[config.mk]
export PLATFORM = sky130hd
export DESIGN_NAME = ledger_record_deframer
export DESIGN_NICKNAME = d
export VERILOG_FILES = /design/src/hw/rtl/ldf_pkg.sv /design/src/hw/rtl/ldf_front.sv /design/src/hw/rtl/ldf_queue.sv /design/src/hw/rtl/ldf_back.sv /design/src/hw/rtl/ledger_record_deframer.sv
export SDC_FILE = /design/constraint.sdc
export NUM_CORES = 1
export LEC_CHECK = 0
export BUFFER_PORTS_ARGS = -buffer_cell sky130_fd_sc_hd__buf_4
export CELL_PAD_IN_SITES_DETAIL_PLACEMENT = 0
export CELL_PAD_IN_SITES_GLOBAL_PLACEMENT = 1
export CORE_ASPECT_RATIO = 1.5
export CORE_MARGIN = 2
export CORE_UTILIZATION = 54
export DETAILED_ROUTE_END_ITERATION = 12
export HOLD_SLACK_MARGIN = 0.03
export PLACE_DENSITY_LB_ADDON = 0.1
export REMOVE_ABC_BUFFERS = 1
export SLEW_MARGIN = 25
export SYNTH_ARGS = -nofsm -noshare
export SYNTH_HDL_FRONTEND = slang
export SYNTH_SLANG_ARGS = --single-unit
export TNS_END_PERCENT = 10
[constraint.sdc]
create_clock -name clk -period 14.9 [get_ports clk]
set_input_delay 2.98 -clock clk [delete_from_list [all_inputs] [get_ports clk]]
set_output_delay 2.98 -clock clk [all_outputs]
set_load 0.01 [all_outputs]
[src/hw/rtl/ldf_pkg.sv]
// ----------------------------------------------------------------------------
// ldf_pkg
// shared types, constants and header layout helpers for the ledger deframer
// ----------------------------------------------------------------------------
package ldf_pkg;

	localparam int unsigned HEADER_BYTES = 152;
	localparam int unsigned QUEUE_DEPTH = 2;
	localparam logic [15:0] MAX_RECORDS_RESET = 16'd1024;
	localparam logic [7:0] GOOD_VERSION = 8'h01;

	typedef enum logic [3:0] {
		SEC_MAGIC       = 4'd0,
		SEC_VERSION     = 4'd1,
		SEC_FLAGS       = 4'd2,
		SEC_EVENTLEN    = 4'd3,
		SEC_DATALEN     = 4'd4,
		SEC_METALEN     = 4'd5,
		SEC_TIME        = 4'd6,
		SEC_PREVHASH    = 4'd7,
		SEC_CONTENTHASH = 4'd8,
		SEC_SIGNATURE   = 4'd9,
		SEC_EVENT       = 4'd10,
		SEC_PAYLOAD     = 4'd11,
		SEC_META        = 4'd12
	} sec_t;

	typedef enum logic [1:0] {
		ST_OK          = 2'd0,
		ST_BAD_MAGIC   = 2'd1,
		ST_BAD_VERSION = 2'd2
	} status_t;

	typedef struct packed {
		logic [7:0]  data;
		logic [3:0]  sec;
		logic [31:0] off;
		logic        fdone;
		logic [63:0] fval;
		logic        rend;
		status_t     rstat;
		logic [15:0] ridx;
	} result_t;

	typedef struct packed {
		logic full;
		logic nonempty;
	} qstat_t;

	// first header position of a section; body sections map to the header end
	function automatic logic [7:0] sec_start(input sec_t s);
		logic [7:0] p;
		case (s)
			SEC_MAGIC:       p = 8'd0;
			SEC_VERSION:     p = 8'd4;
			SEC_FLAGS:       p = 8'd5;
			SEC_EVENTLEN:    p = 8'd6;
			SEC_DATALEN:     p = 8'd8;
			SEC_METALEN:     p = 8'd12;
			SEC_TIME:        p = 8'd16;
			SEC_PREVHASH:    p = 8'd24;
			SEC_CONTENTHASH: p = 8'd56;
			SEC_SIGNATURE:   p = 8'd88;
			default:         p = 8'(HEADER_BYTES);
		endcase
		return p;
	endfunction

	function automatic sec_t hdr_sec(input logic [7:0] pos);
		sec_t s;
		if (pos < 8'd4) s = SEC_MAGIC;
		else if (pos < 8'd5) s = SEC_VERSION;
		else if (pos < 8'd6) s = SEC_FLAGS;
		else if (pos < 8'd8) s = SEC_EVENTLEN;
		else if (pos < 8'd12) s = SEC_DATALEN;
		else if (pos < 8'd16) s = SEC_METALEN;
		else if (pos < 8'd24) s = SEC_TIME;
		else if (pos < 8'd56) s = SEC_PREVHASH;
		else if (pos < 8'd88) s = SEC_CONTENTHASH;
		else s = SEC_SIGNATURE;
		return s;
	endfunction

	// "WORM"
	function automatic logic [7:0] magic_byte(input logic [1:0] i);
		logic [7:0] m;
		case (i)
			2'd0:    m = 8'h57;
			2'd1:    m = 8'h4F;
			2'd2:    m = 8'h52;
			default: m = 8'h4D;
		endcase
		return m;
	endfunction

endpackage

[src/hw/rtl/ldf_front.sv]
// ----------------------------------------------------------------------------
// ldf_front
// takes stream bytes, tracks framing, builds a tagged word per byte under limit
// ----------------------------------------------------------------------------
module ldf_front (
	input  logic            clk,
	input  logic            arst_n,
	input  logic            cfg_valid,
	input  logic [15:0]     max_records,
	input  logic            in_valid,
	output logic            in_ready,
	input  logic [7:0]      stream_byte,
	input  ldf_pkg::qstat_t qstat,
	output logic            push,
	output ldf_pkg::result_t push_data
);
	import ldf_pkg::*;

	logic [15:0] max_q;
	sec_t        sec_q;
	logic [7:0]  hp_q;
	logic [31:0] bp_q;
	logic [15:0] ev_len_q;
	logic [31:0] pl_len_q;
	logic [31:0] md_len_q;
	logic [63:0] acc_q;
	status_t     pend_q;
	logic [15:0] cnt_q;

	sec_t        sec_d;
	logic [7:0]  hp_d;
	logic [31:0] bp_d;
	logic [15:0] ev_len_d;
	logic [31:0] pl_len_d;
	logic [31:0] md_len_d;
	logic [63:0] acc_d;
	status_t     pend_d;
	logic [15:0] cnt_d;

	sec_t        hsec;
	logic [7:0]  hoff;
	logic [7:0]  hp_inc;
	logic [63:0] acc_new;
	logic [31:0] blen;
	logic        rend;
	logic        active;
	result_t     res;

	assign in_ready = !qstat.full;
	assign active = in_valid && in_ready && (cnt_q < max_q);
	assign push = active;
	assign push_data = res;

	always_comb begin
		sec_d = sec_q;
		hp_d = hp_q;
		bp_d = bp_q;
		ev_len_d = ev_len_q;
		pl_len_d = pl_len_q;
		md_len_d = md_len_q;
		acc_d = acc_q;
		pend_d = pend_q;
		cnt_d = cnt_q;
		rend = 1'b0;
		hsec = hdr_sec(hp_q);
		hoff = hp_q - sec_start(hsec);
		hp_inc = hp_q + 8'd1;
		acc_new = acc_q | (64'(stream_byte) << {hoff[2:0], 3'b000});
		case (sec_q)
			SEC_EVENT:   blen = 32'(ev_len_q);
			SEC_PAYLOAD: blen = pl_len_q;
			SEC_META:    blen = md_len_q;
			default:     blen = '0;
		endcase
		res.data = stream_byte;
		res.sec = hsec;
		res.off = 32'(hoff);
		res.fdone = 1'b0;
		res.fval = '0;
		res.rend = 1'b0;
		res.rstat = ST_OK;
		res.ridx = cnt_q;

		if (sec_q != SEC_EVENT && sec_q != SEC_PAYLOAD && sec_q != SEC_META) begin
			if (hp_q < 8'd4 && stream_byte != magic_byte(hp_q[1:0]) && pend_q == ST_OK) begin
				pend_d = ST_BAD_MAGIC;
			end
			if (hp_q == 8'd4 && stream_byte != GOOD_VERSION && pend_q == ST_OK) begin
				pend_d = ST_BAD_VERSION;
			end
			if (hsec == SEC_EVENTLEN || hsec == SEC_DATALEN || hsec == SEC_METALEN ||
				hsec == SEC_TIME) begin
				acc_d = acc_new;
				if (hp_inc == sec_start(sec_t'(hsec + 4'd1))) begin
					res.fdone = 1'b1;
					res.fval = acc_new;
					if (hsec == SEC_EVENTLEN) ev_len_d = acc_new[15:0];
					if (hsec == SEC_DATALEN) pl_len_d = acc_new[31:0];
					if (hsec == SEC_METALEN) md_len_d = acc_new[31:0];
					acc_d = '0;
				end
			end
			hp_d = hp_inc;
			sec_d = hdr_sec(hp_inc);
			if (hp_inc == 8'(HEADER_BYTES)) begin
				hp_d = '0;
				bp_d = '0;
				if (ev_len_q != '0) sec_d = SEC_EVENT;
				else if (pl_len_q != '0) sec_d = SEC_PAYLOAD;
				else if (md_len_q != '0) sec_d = SEC_META;
				else rend = 1'b1;
			end
		end else begin
			res.sec = sec_q;
			res.off = bp_q;
			bp_d = bp_q + 32'd1;
			if ({1'b0, bp_q} + 33'd1 >= {1'b0, blen}) begin
				bp_d = '0;
				if (sec_q == SEC_EVENT && pl_len_q != '0) sec_d = SEC_PAYLOAD;
				else if (sec_q != SEC_META && md_len_q != '0) sec_d = SEC_META;
				else rend = 1'b1;
			end
		end

		if (rend) begin
			res.rend = 1'b1;
			res.rstat = pend_d;
			if (pend_d == ST_OK) cnt_d = cnt_q + 16'd1;
			pend_d = ST_OK;
			sec_d = SEC_MAGIC;
			hp_d = '0;
			bp_d = '0;
			acc_d = '0;
		end
	end

	always_ff @(posedge clk or negedge arst_n) begin
		if (!arst_n) begin
			max_q <= MAX_RECORDS_RESET;
			sec_q <= SEC_MAGIC;
			hp_q <= '0;
			bp_q <= '0;
			ev_len_q <= '0;
			pl_len_q <= '0;
			md_len_q <= '0;
			acc_q <= '0;
			pend_q <= ST_OK;
			cnt_q <= '0;
		end else begin
			if (cfg_valid) begin
				max_q <= max_records;
			end
			if (active) begin
				sec_q <= sec_d;
				hp_q <= hp_d;
				bp_q <= bp_d;
				ev_len_q <= ev_len_d;
				pl_len_q <= pl_len_d;
				md_len_q <= md_len_d;
				acc_q <= acc_d;
				pend_q <= pend_d;
				cnt_q <= cnt_d;
			end
		end
	end

endmodule

[src/hw/rtl/ldf_queue.sv]
// ----------------------------------------------------------------------------
// ldf_queue
// short word queue between the framing front and the output back
// ----------------------------------------------------------------------------
module ldf_queue (
	input  logic             clk,
	input  logic             arst_n,
	input  logic             push,
	input  ldf_pkg::result_t push_data,
	input  logic             pop,
	output ldf_pkg::result_t pop_data,
	output ldf_pkg::qstat_t  qstat
);
	import ldf_pkg::*;

	localparam int unsigned PtrW = $clog2(QUEUE_DEPTH);

	result_t         mem_q [QUEUE_DEPTH];
	logic [PtrW-1:0] wr_ptr_q;
	logic [PtrW-1:0] rd_ptr_q;
	logic [PtrW:0]   count_q;

	assign qstat.full = (count_q == (PtrW+1)'(QUEUE_DEPTH));
	assign qstat.nonempty = (count_q != '0);
	assign pop_data = mem_q[rd_ptr_q];

	always_ff @(posedge clk) begin
		if (push) begin
			mem_q[wr_ptr_q] <= push_data;
		end
	end

	always_ff @(posedge clk or negedge arst_n) begin
		if (!arst_n) begin
			wr_ptr_q <= '0;
			rd_ptr_q <= '0;
			count_q <= '0;
		end else begin
			if (push) begin
				wr_ptr_q <= (wr_ptr_q == PtrW'(QUEUE_DEPTH - 1)) ? '0 : wr_ptr_q + 1'b1;
			end
			if (pop) begin
				rd_ptr_q <= (rd_ptr_q == PtrW'(QUEUE_DEPTH - 1)) ? '0 : rd_ptr_q + 1'b1;
			end
			if (push && !pop) begin
				count_q <= count_q + 1'b1;
			end else if (pop && !push) begin
				count_q <= count_q - 1'b1;
			end
		end
	end

endmodule

[src/hw/rtl/ldf_back.sv]
// ----------------------------------------------------------------------------
// ldf_back
// output register stage that pulls words from the queue and offers them
// ----------------------------------------------------------------------------
module ldf_back (
	input  logic             clk,
	input  logic             arst_n,
	input  ldf_pkg::qstat_t  qstat,
	input  ldf_pkg::result_t pop_data,
	output logic             pop,
	output logic             out_valid,
	input  logic             out_ready,
	output ldf_pkg::result_t out_data
);
	import ldf_pkg::*;

	logic    valid_q;
	result_t data_q;

	assign pop = qstat.nonempty && (!valid_q || out_ready);
	assign out_valid = valid_q;
	assign out_data = data_q;

	always_ff @(posedge clk or negedge arst_n) begin
		if (!arst_n) begin
			valid_q <= 1'b0;
		end else if (!valid_q || out_ready) begin
			valid_q <= qstat.nonempty;
		end
	end

	always_ff @(posedge clk) begin
		if (pop) begin
			data_q <= pop_data;
		end
	end

endmodule

[src/hw/rtl/ledger_record_deframer.sv]
// an accepted byte is written into the queue, then into the output register
// throughput: one byte per cycle while the queue has room, set by the framing counters
// a byte taken while the record limit is reached is consumed with no word out
// reset: framing restarts at the magic field, counters clear, limit is 1024
// ----------------------------------------------------------------------------
// ledger_record_deframer
// frames a stream of ledger records and tags each byte with section and offset
// ----------------------------------------------------------------------------
module ledger_record_deframer (
	input  logic        clk,
	input  logic        arst_n,
	input  logic        cfg_valid,
	output logic        cfg_ready,
	input  logic [15:0] max_records,
	input  logic        in_valid,
	output logic        in_ready,
	input  logic [7:0]  stream_byte,
	output logic        out_valid,
	input  logic        out_ready,
	output logic [7:0]  out_byte,
	output logic [3:0]  section,
	output logic [31:0] section_offset,
	output logic        field_done,
	output logic [63:0] field_value,
	output logic        record_end,
	output logic [1:0]  record_status,
	output logic [15:0] record_index
);
	import ldf_pkg::*;

	qstat_t  qstat;
	logic    push;
	logic    pop;
	result_t push_data;
	result_t pop_data;
	result_t out_data;

	assign cfg_ready = 1'b1;

	ldf_front u_front (
		.clk         (clk),
		.arst_n      (arst_n),
		.cfg_valid   (cfg_valid),
		.max_records (max_records),
		.in_valid    (in_valid),
		.in_ready    (in_ready),
		.stream_byte (stream_byte),
		.qstat       (qstat),
		.push        (push),
		.push_data   (push_data)
	);

	ldf_queue u_queue (
		.clk       (clk),
		.arst_n    (arst_n),
		.push      (push),
		.push_data (push_data),
		.pop       (pop),
		.pop_data  (pop_data),
		.qstat     (qstat)
	);

	ldf_back u_back (
		.clk       (clk),
		.arst_n    (arst_n),
		.qstat     (qstat),
		.pop_data  (pop_data),
		.pop       (pop),
		.out_valid (out_valid),
		.out_ready (out_ready),
		.out_data  (out_data)
	);

	assign out_byte = out_data.data;
	assign section = out_data.sec;
	assign section_offset = out_data.off;
	assign field_done = out_data.fdone;
	assign field_value = out_data.fval;
	assign record_end = out_data.rend;
	assign record_status = out_data.rstat;
	assign record_index = out_data.ridx;

`ifndef SYNTHESIS
	a_end_sec: assert property (@(posedge clk) disable iff (!arst_n)
		out_valid && record_end |-> section == SEC_SIGNATURE || section == SEC_EVENT ||
			section == SEC_PAYLOAD || section == SEC_META)
		else $error("record end outside signature or body");

	a_field_sec: assert property (@(posedge clk) disable iff (!arst_n)
		out_valid && field_done |-> section == SEC_EVENTLEN || section == SEC_DATALEN ||
			section == SEC_METALEN || section == SEC_TIME)
		else $error("field done outside numeric field");

	a_status: assert property (@(posedge clk) disable iff (!arst_n)
		out_valid && !record_end |-> record_status == ST_OK)
		else $error("status set without record end");

	a_stall: assert property (@(posedge clk) disable iff (!arst_n)
		!in_ready |-> qstat.full && qstat.nonempty)
		else $error("input stalled with room in queue");
`endif

endmodule

==> impl_metrics.yaml, run 1 <==
sta:
  setup_ws_ps: 8680
  setup_tns_ps: 0
  fin_crit_ps: 6220
  maxSlewViolCount: 0
  hold_viol_final: 0
  clock_skew_ps: 20.3
  rsz0062_at_grt: "false"
  fmax_mhz: 161
  tightest_slew_ps: 1050
  setup_viol_count_final: 0
  period_share_pct: 41.8
  relSlewSlack_pct: 30.2
cts:
  numCtsBuffers: 56
  clock-sinks: 611
  clk-insertion-delay-late_ps: 610
  clk_pin_slew_ps: 60
  cts-htree-levels: 2
  postCtsHoldBufs: 0
  cts_root_buffer: "clkbuf_16"
  cts_tree: "built"
  postCtsResizedCells: 0
  cts_setup_buffers: 0
  clock_path_buffers: 3
power:
  total_leakage_power_uw: 0.0124
  p_comb_share_pct: 25.0
  power_frac_seq_pct: 46.2
  p_sw_uw: 1570
  p_int_uw: 3690
  vdd_drop_max_uv: 113
  clkPwrFrac_pct: 28.8
  switching_share_pct: 29.8
  power_density_nw_per_um2: 173
  finalPower_uw: 5260
layout:
  antennaDiodeCount: 0
  stdcell_count: 2860
  drive_gt1_share_pct: 23.5
  mostFrequentLayoutCells: "edfxtp_1 (384), dfrtp_1 (225), mux2_2 (202)"
  stdcell_area_um2: 30500
  syn_to_final_growth_pct: 14.4
  layout_commonest_cell: "edfxtp_1"
  fin_nets: 2257
floorplan:
  start_util_pct: 54.7
  row_count: 99
  die_width_um: 185
  core_area_um2: 48700
  ioPinCount: 160
  die_h_um: 276
  die_area_um2: 51200
setup_path:
  cp_slowest_cell: "nor2_1"
  regToRegStartpoint: "u_front.bp_q[5]"
  cp-end-kind: "register"
  start_kind: "register"
  rr_worst_depth: 14
  worstPathArrival_ps: 6760
  cp_max_fo: 16
  path_cells: "nand4_1, nor4_1, nand2b_1, or2_2, nor3_1, nand3_1, xnor2_1, ha_1, a211oi_1, a21oi_1, a311oi_1, nand2_1, nor2_1, mux2_2"
  cpLargestDelayFamily: "simple AND/OR/NAND/NOR gates"
  crit_buf_inv: 0
  r2r_slack_ps: 8680
  crit_type: "register to register"
  cpPeakStageDelay_ps: 800
  worstPathRequired_ps: 15430
  reg2reg_to: "u_front.bp_q[0]"
flow_run:
  cap_violations: 0
synth:
  ys_ff_latch: 611
  netlist.area_leader.share_pct: 43.3
  syn_area_um2: 26600
  yosys_warnings: 0
  synth_edf_count: 384
  ys_types: 70
  ys_seq_area_share_pct: 64.6
  synth.largest_area_cell: "edfxtp_1"
  synth_area_leaders: "edfxtp_1 (43%), dfrtp_1 (21%), mux2_2 (8.5%), ha_1 (3.3%), nor2_1 (2.4%)"
  synthFlopType: "edfxtp_1"
  synthArstFlopShare_pct: 37.2
  synth.avg_cell_area_um2: 13.1
  syn_inst: 2034
placement:
  numPortBuffers: 158
  place_area_um2: 28400
  dp_hpwl_um: 39800
  pre_cts_ws_ps: 8410
  gp_congestion: 0.935
  dpl.cell_count: 2753
route:
  drt_iter0_drc: 1125
  avgViaCountPerCell: 5.78
  firstDrtPassIters: 5
  vias: 16500
  remaining_drc_errors: 0
  wirelength_um: 60500
  wire_per_inst_um: 21.2
  drtAntennaViolNets: 0
outcome:
  status: "finished clean"
grt:
  grt_max_degree: 85
  grt_overflow: 0
  antenna_found_initial: 0
  grt_pass1_vias: 16600
  globalRouteTotalUtil_pct: 23.8
  grt_pass1_wl_um: 93400
hold_path:
  min_from: "u_front.acc_q[54]"
  min_to: "u_front.acc_q[54]"
  hold_path_depth: 2
  hold_path_class: "register to register"
-- final cells by class --
class                   instances  area, µm²
clock buffers                  71       1540
clock inverters                35        435
fillers                      3780      18200
inverters                      55        211
multi-input cells            1252       8860
flip-flops and latches        611      17200
well taps                     656        821
repair buffers                180       1390
-- per-stage QoR --
stage / utilization, % / hold slack [ps]
final: 62.6 / 495
after global routing: 62.6 / 515
after CTS: 62.5 / 499
after detailed placement: 58.4 / 484
after global placement: 58.4 / 474
after floorplan: - / 460
-- Yosys cell counts, drive strengths merged, types with 21 or more instances --
library cell,n
a21o,28
a21oi,92
a31oi,53
and2,34
buf,23
clkbuf,93
dfrtp,226
edfxtp,384
ha,71
inv,55
mux2,214
nand2,164
nand3,40
nand4,27
nor2,170
nor2b,25
nor4,29
o21ai,66
xnor2,40
xor2,21
-- worst max-delay path by stage --
| stage | from | to | slack, ps | cells past startpoint |
|---|---|---|---|---|
| floorplan | u_front.sec_q[0] | u_front.acc_q[16] | 3260 | 11 |
| global placement | in_valid | u_queue.mem_q[0][86] | 8460 | 7 |
| detailed placement | in_valid | u_queue.mem_q[0][86] | 8410 | 7 |
| CTS | u_front.bp_q[5] | u_front.bp_q[0] | 8740 | 14 |
| global route | u_front.bp_q[5] | u_front.bp_q[0] | 8250 | 14 |
| finish | u_front.bp_q[5] | u_front.bp_q[0] | 8680 | 14 |
-- registers in the layout, summed over array words and instances (netlist names) --
register / count
u_back.out_data: 128
u_back.out_valid: 1
u_front.acc_q: 64
u_front.bp_q: 32
u_front.cnt_q: 16
u_front.ev_len_q: 16
u_front.hp_q: 8
u_front.max_q: 16
u_front.md_len_q: 32
u_front.pend_q: 2
u_front.pl_len_q: 32
u_front.sec_q: 4
u_queue.count_q: 2
u_queue.mem_q: 256
u_queue.rd_ptr_q: 1
u_queue.wr_ptr_q: 1
-- worst register-to-register path, delay by kind of cell (launching register included) --
family                     cells  cell delay (ps)
DFF                            1              530
xor gates and xnor gates       1              170
and+or+nand+nor                8             3720
muxes                          1              290
AOI/OAI and AO/OA              3             1120
adders and majority gates      1              330
-- kinds of logic (layout without fill, tap and decap cells) --
group	after synthesis	count (layout)	share of synthesized area [%]
xor+xnor	61	61	2.00
mux	231	231	9.82
compound gates	335	335	7.84
fa+ha+maj	72	72	3.41
other cells	1	1	0.0141
flops	611	611	64.6
simple gates	552	552	9.80
buf+inv	171	341	2.52
-- metal layers --
layer	track usage (%)	share of wire, %	up-vias
met5	0	0	-
li1	-	-	7682
met4	10.2	4.7	0
met2	42.5	53	430
met1	29.0	39	8265
met3	2.58	3.8	142
-- power by group through the flow --
stage	combinational [µW]	sequential, µW	clock [µW]
3_5_place_dp	1320	2470	0
4_1_cts	1330	2430	1550
5_1_grt	1430	2470	1610
6_report	1310	2430	1510
2_1_floorplan	687	2570	0
3_3_place_gp	1300	2450	0
No activity file was read; power rests on OpenSTA's default activity.
==> inputs of run 2 (changes only) <==
Settings changed: CORE_UTILIZATION 54 to 50.
Clock period 14.9 ns to 6.1 ns, I/O delays scaled along.
==> run 2 against run 1 <==
Effect of this change: clock-buffer cell count rose by 3; critical endpoint is now u_front.ev_len_q[12]; maximum frequency increased by 22%; design area about the same; clock power rose by 130%; critical path type unchanged; critical path depth rose by 1; cell count grew 1.5%; highest routed layer unchanged; wire length increased by 5.3%; via count rose by 0.53%.
==> impl_metrics.yaml, run 2 (synthesis results as in run 1) <==
setup_path:
  cp-end-kind: "register"
  worstPathArrival_ps: 5580
  r2r_slack_ps: 1020
  rr_worst_depth: 15
  crit_type: "register to register"
  regToRegStartpoint: "u_front.hp_q[6]"
  cpLargestDelayFamily: "simple AND/OR/NAND/NOR gates"
  cpPeakStageDelay_ps: 930
  start_kind: "register"
  reg2reg_to: "u_front.ev_len_q[12]"
  crit_buf_inv: 3
  startpoint: "u_front.hp_q[6]"
  cp_slowest_cell: "or4_1"
  cp_max_fo: 16
  path_cells: "or4_1, inv_1, and4b_1, nor3_1, buf_4, inv_1, ha_1, ha_1, nand2b_1, a211oi_1, o221ai_1, a311oi_2, nand3_1, or4_1, mux2_4"
  worstPathRequired_ps: 6590
sta:
  holdWs_ps: 496
  fin_crit_ps: 5080
  setup_viol_count_final: 0
  setup_ws_ps: 1020
  fmax_mhz: 197
  hold_viol_final: 0
  tightest_slew_ps: 1020
  setup_tns_ps: 0
  rsz0062_at_grt: "false"
  clock_skew_ps: 16.6
  period_share_pct: 83.3
  maxSlewViolCount: 0
  relSlewSlack_pct: 32.2
grt:
  grt_overflow: 0
  grt_pass1_vias: 16700
  grt_max_degree: 146
  grt_pass1_wl_um: 98000
  antenna_found_initial: 0
  globalRouteTotalUtil_pct: 23.4
power:
  vdd_drop_max_uv: 267
  total_leakage_power_uw: 0.0124
  power_density_nw_per_um2: 418
cts:
  postCtsResizedCells: 0
  clock-sinks: 611
  clk_pin_slew_ps: 60
  postCtsHoldBufs: 0
  cts_root_buffer: "clkbuf_16"
  numCtsBuffers: 56
  clock_path_buffers: 3
  cts_setup_buffers: 0
  cts_tree: "built"
  clk-insertion-delay-late_ps: 610
  cts-htree-levels: 2
floorplan:
  row_count: 103
  ioPinCount: 160
  die_h_um: 287
  die_width_um: 193
  core_area_um2: 52700
  die_area_um2: 55200
  start_util_pct: 50.6
route:
  wirelength_um: 63800
  drt_iter0_drc: 1069
  wire_per_inst_um: 22.0
  firstDrtPassIters: 6
  avgViaCountPerCell: 5.72
  remaining_drc_errors: 0
  drtAntennaViolNets: 0
  vias: 16600
placement:
  dpl.cell_count: 2796
  numPortBuffers: 158
  gp_congestion: 0.883
  dp_hpwl_um: 42700
  pre_cts_ws_ps: 1080
layout:
  stdcell_count: 2902
  layout_commonest_cell: "edfxtp_1"
  drive_gt1_share_pct: 23.6
  fill_cells: 4332
  fin_nets: 2273
  syn_to_final_growth_pct: 14.5
  mostFrequentLayoutCells: "edfxtp_1 (384), dfrtp_1 (225), mux2_2 (202)"
  antennaDiodeCount: 0
  largest_reg_flops: 256
  top_register: "u_queue.mem_q"
hold_path:
  min_to: "u_front.acc_q[59]"
  hold_path_class: "register to register"
  min_from: "u_front.acc_q[59]"
  hold_path_depth: 2
flow_run:
  cap_violations: 0
outcome:
  status: "finished clean"
run 2: cell types whose count changed in the layout (fill, tap and decap cells not counted), moves of 3 or more:
cell / change
clkinv_2: +6
buf_4: +17
clkinvlp_4: -8
clkbuf_1: +6
buf_6: -4
buf_12: +4
clkinv_1: +3
run 2: per-layer routing:
layer / vias to the layer above / global-route usage (%) / part of all wire (%)
met3: 116 / 2.68 / 3.5
met5: - / 0 / 0
li1: 7708 / - / -
met1: 8391 / 28.4 / 39
met2: 391 / 42.3 / 53
met4: 0 / 9.45 / 3.8
run 2: area by class of cell:
class | count | area [µm²] | area share, %
sequential | 611 | 17200 | 56.4
multi-input combinational | 1252 | 8850 | 29.0
timing repair buffer | 196 | 1530 | 5.01
clock buffer | 74 | 1510 | 4.95
tap | 682 | 853 | 2.80
clock inverter | 32 | 335 | 1.10
inverter | 55 | 211 | 0.693
run 2: where the power goes:
part / internal (µW) / total [µW] / switching [µW]
sequential: 5510 / 5950 / 434
clock: 2000 / 3530 / 1530
combinational: 1390 / 3270 / 1880
total: 8900 / 12700 / 3850
run 2: stage by stage:
step / utilization (%) / power, µW / area (µm²)
floorplan: - / 7950 / 26200
global placement: 54.3 / 9280 / 28600
detailed placement: 54.3 / 9340 / 28600
CTS: 57.8 / 12900 / 30500
global route: 57.9 / 13400 / 30500
finish: 57.9 / 12700 / 30500
run 2: how the worst max path moves through the flow:
stage          cells after the start                   end  slack [ps]
5_1_grt                           19     u_front.acc_q[50]         690
3_3_place_gp                      15  u_front.ev_len_q[13]        1180
4_1_cts                           15  u_front.ev_len_q[12]        1050
2_1_floorplan                     11     u_front.acc_q[16]       -5540
6_report                          15  u_front.ev_len_q[12]        1020
3_5_place_dp                      15  u_front.ev_len_q[12]        1080
run 2: worst register-to-register path: cells and delay by family (launching register included):
kind            cells  cell delay [ps]
simple gates        6             2270
fa+ha+maj           2              520
buf+inv             3              430
flops               1              520
compound gates      3              750
mux                 1              480
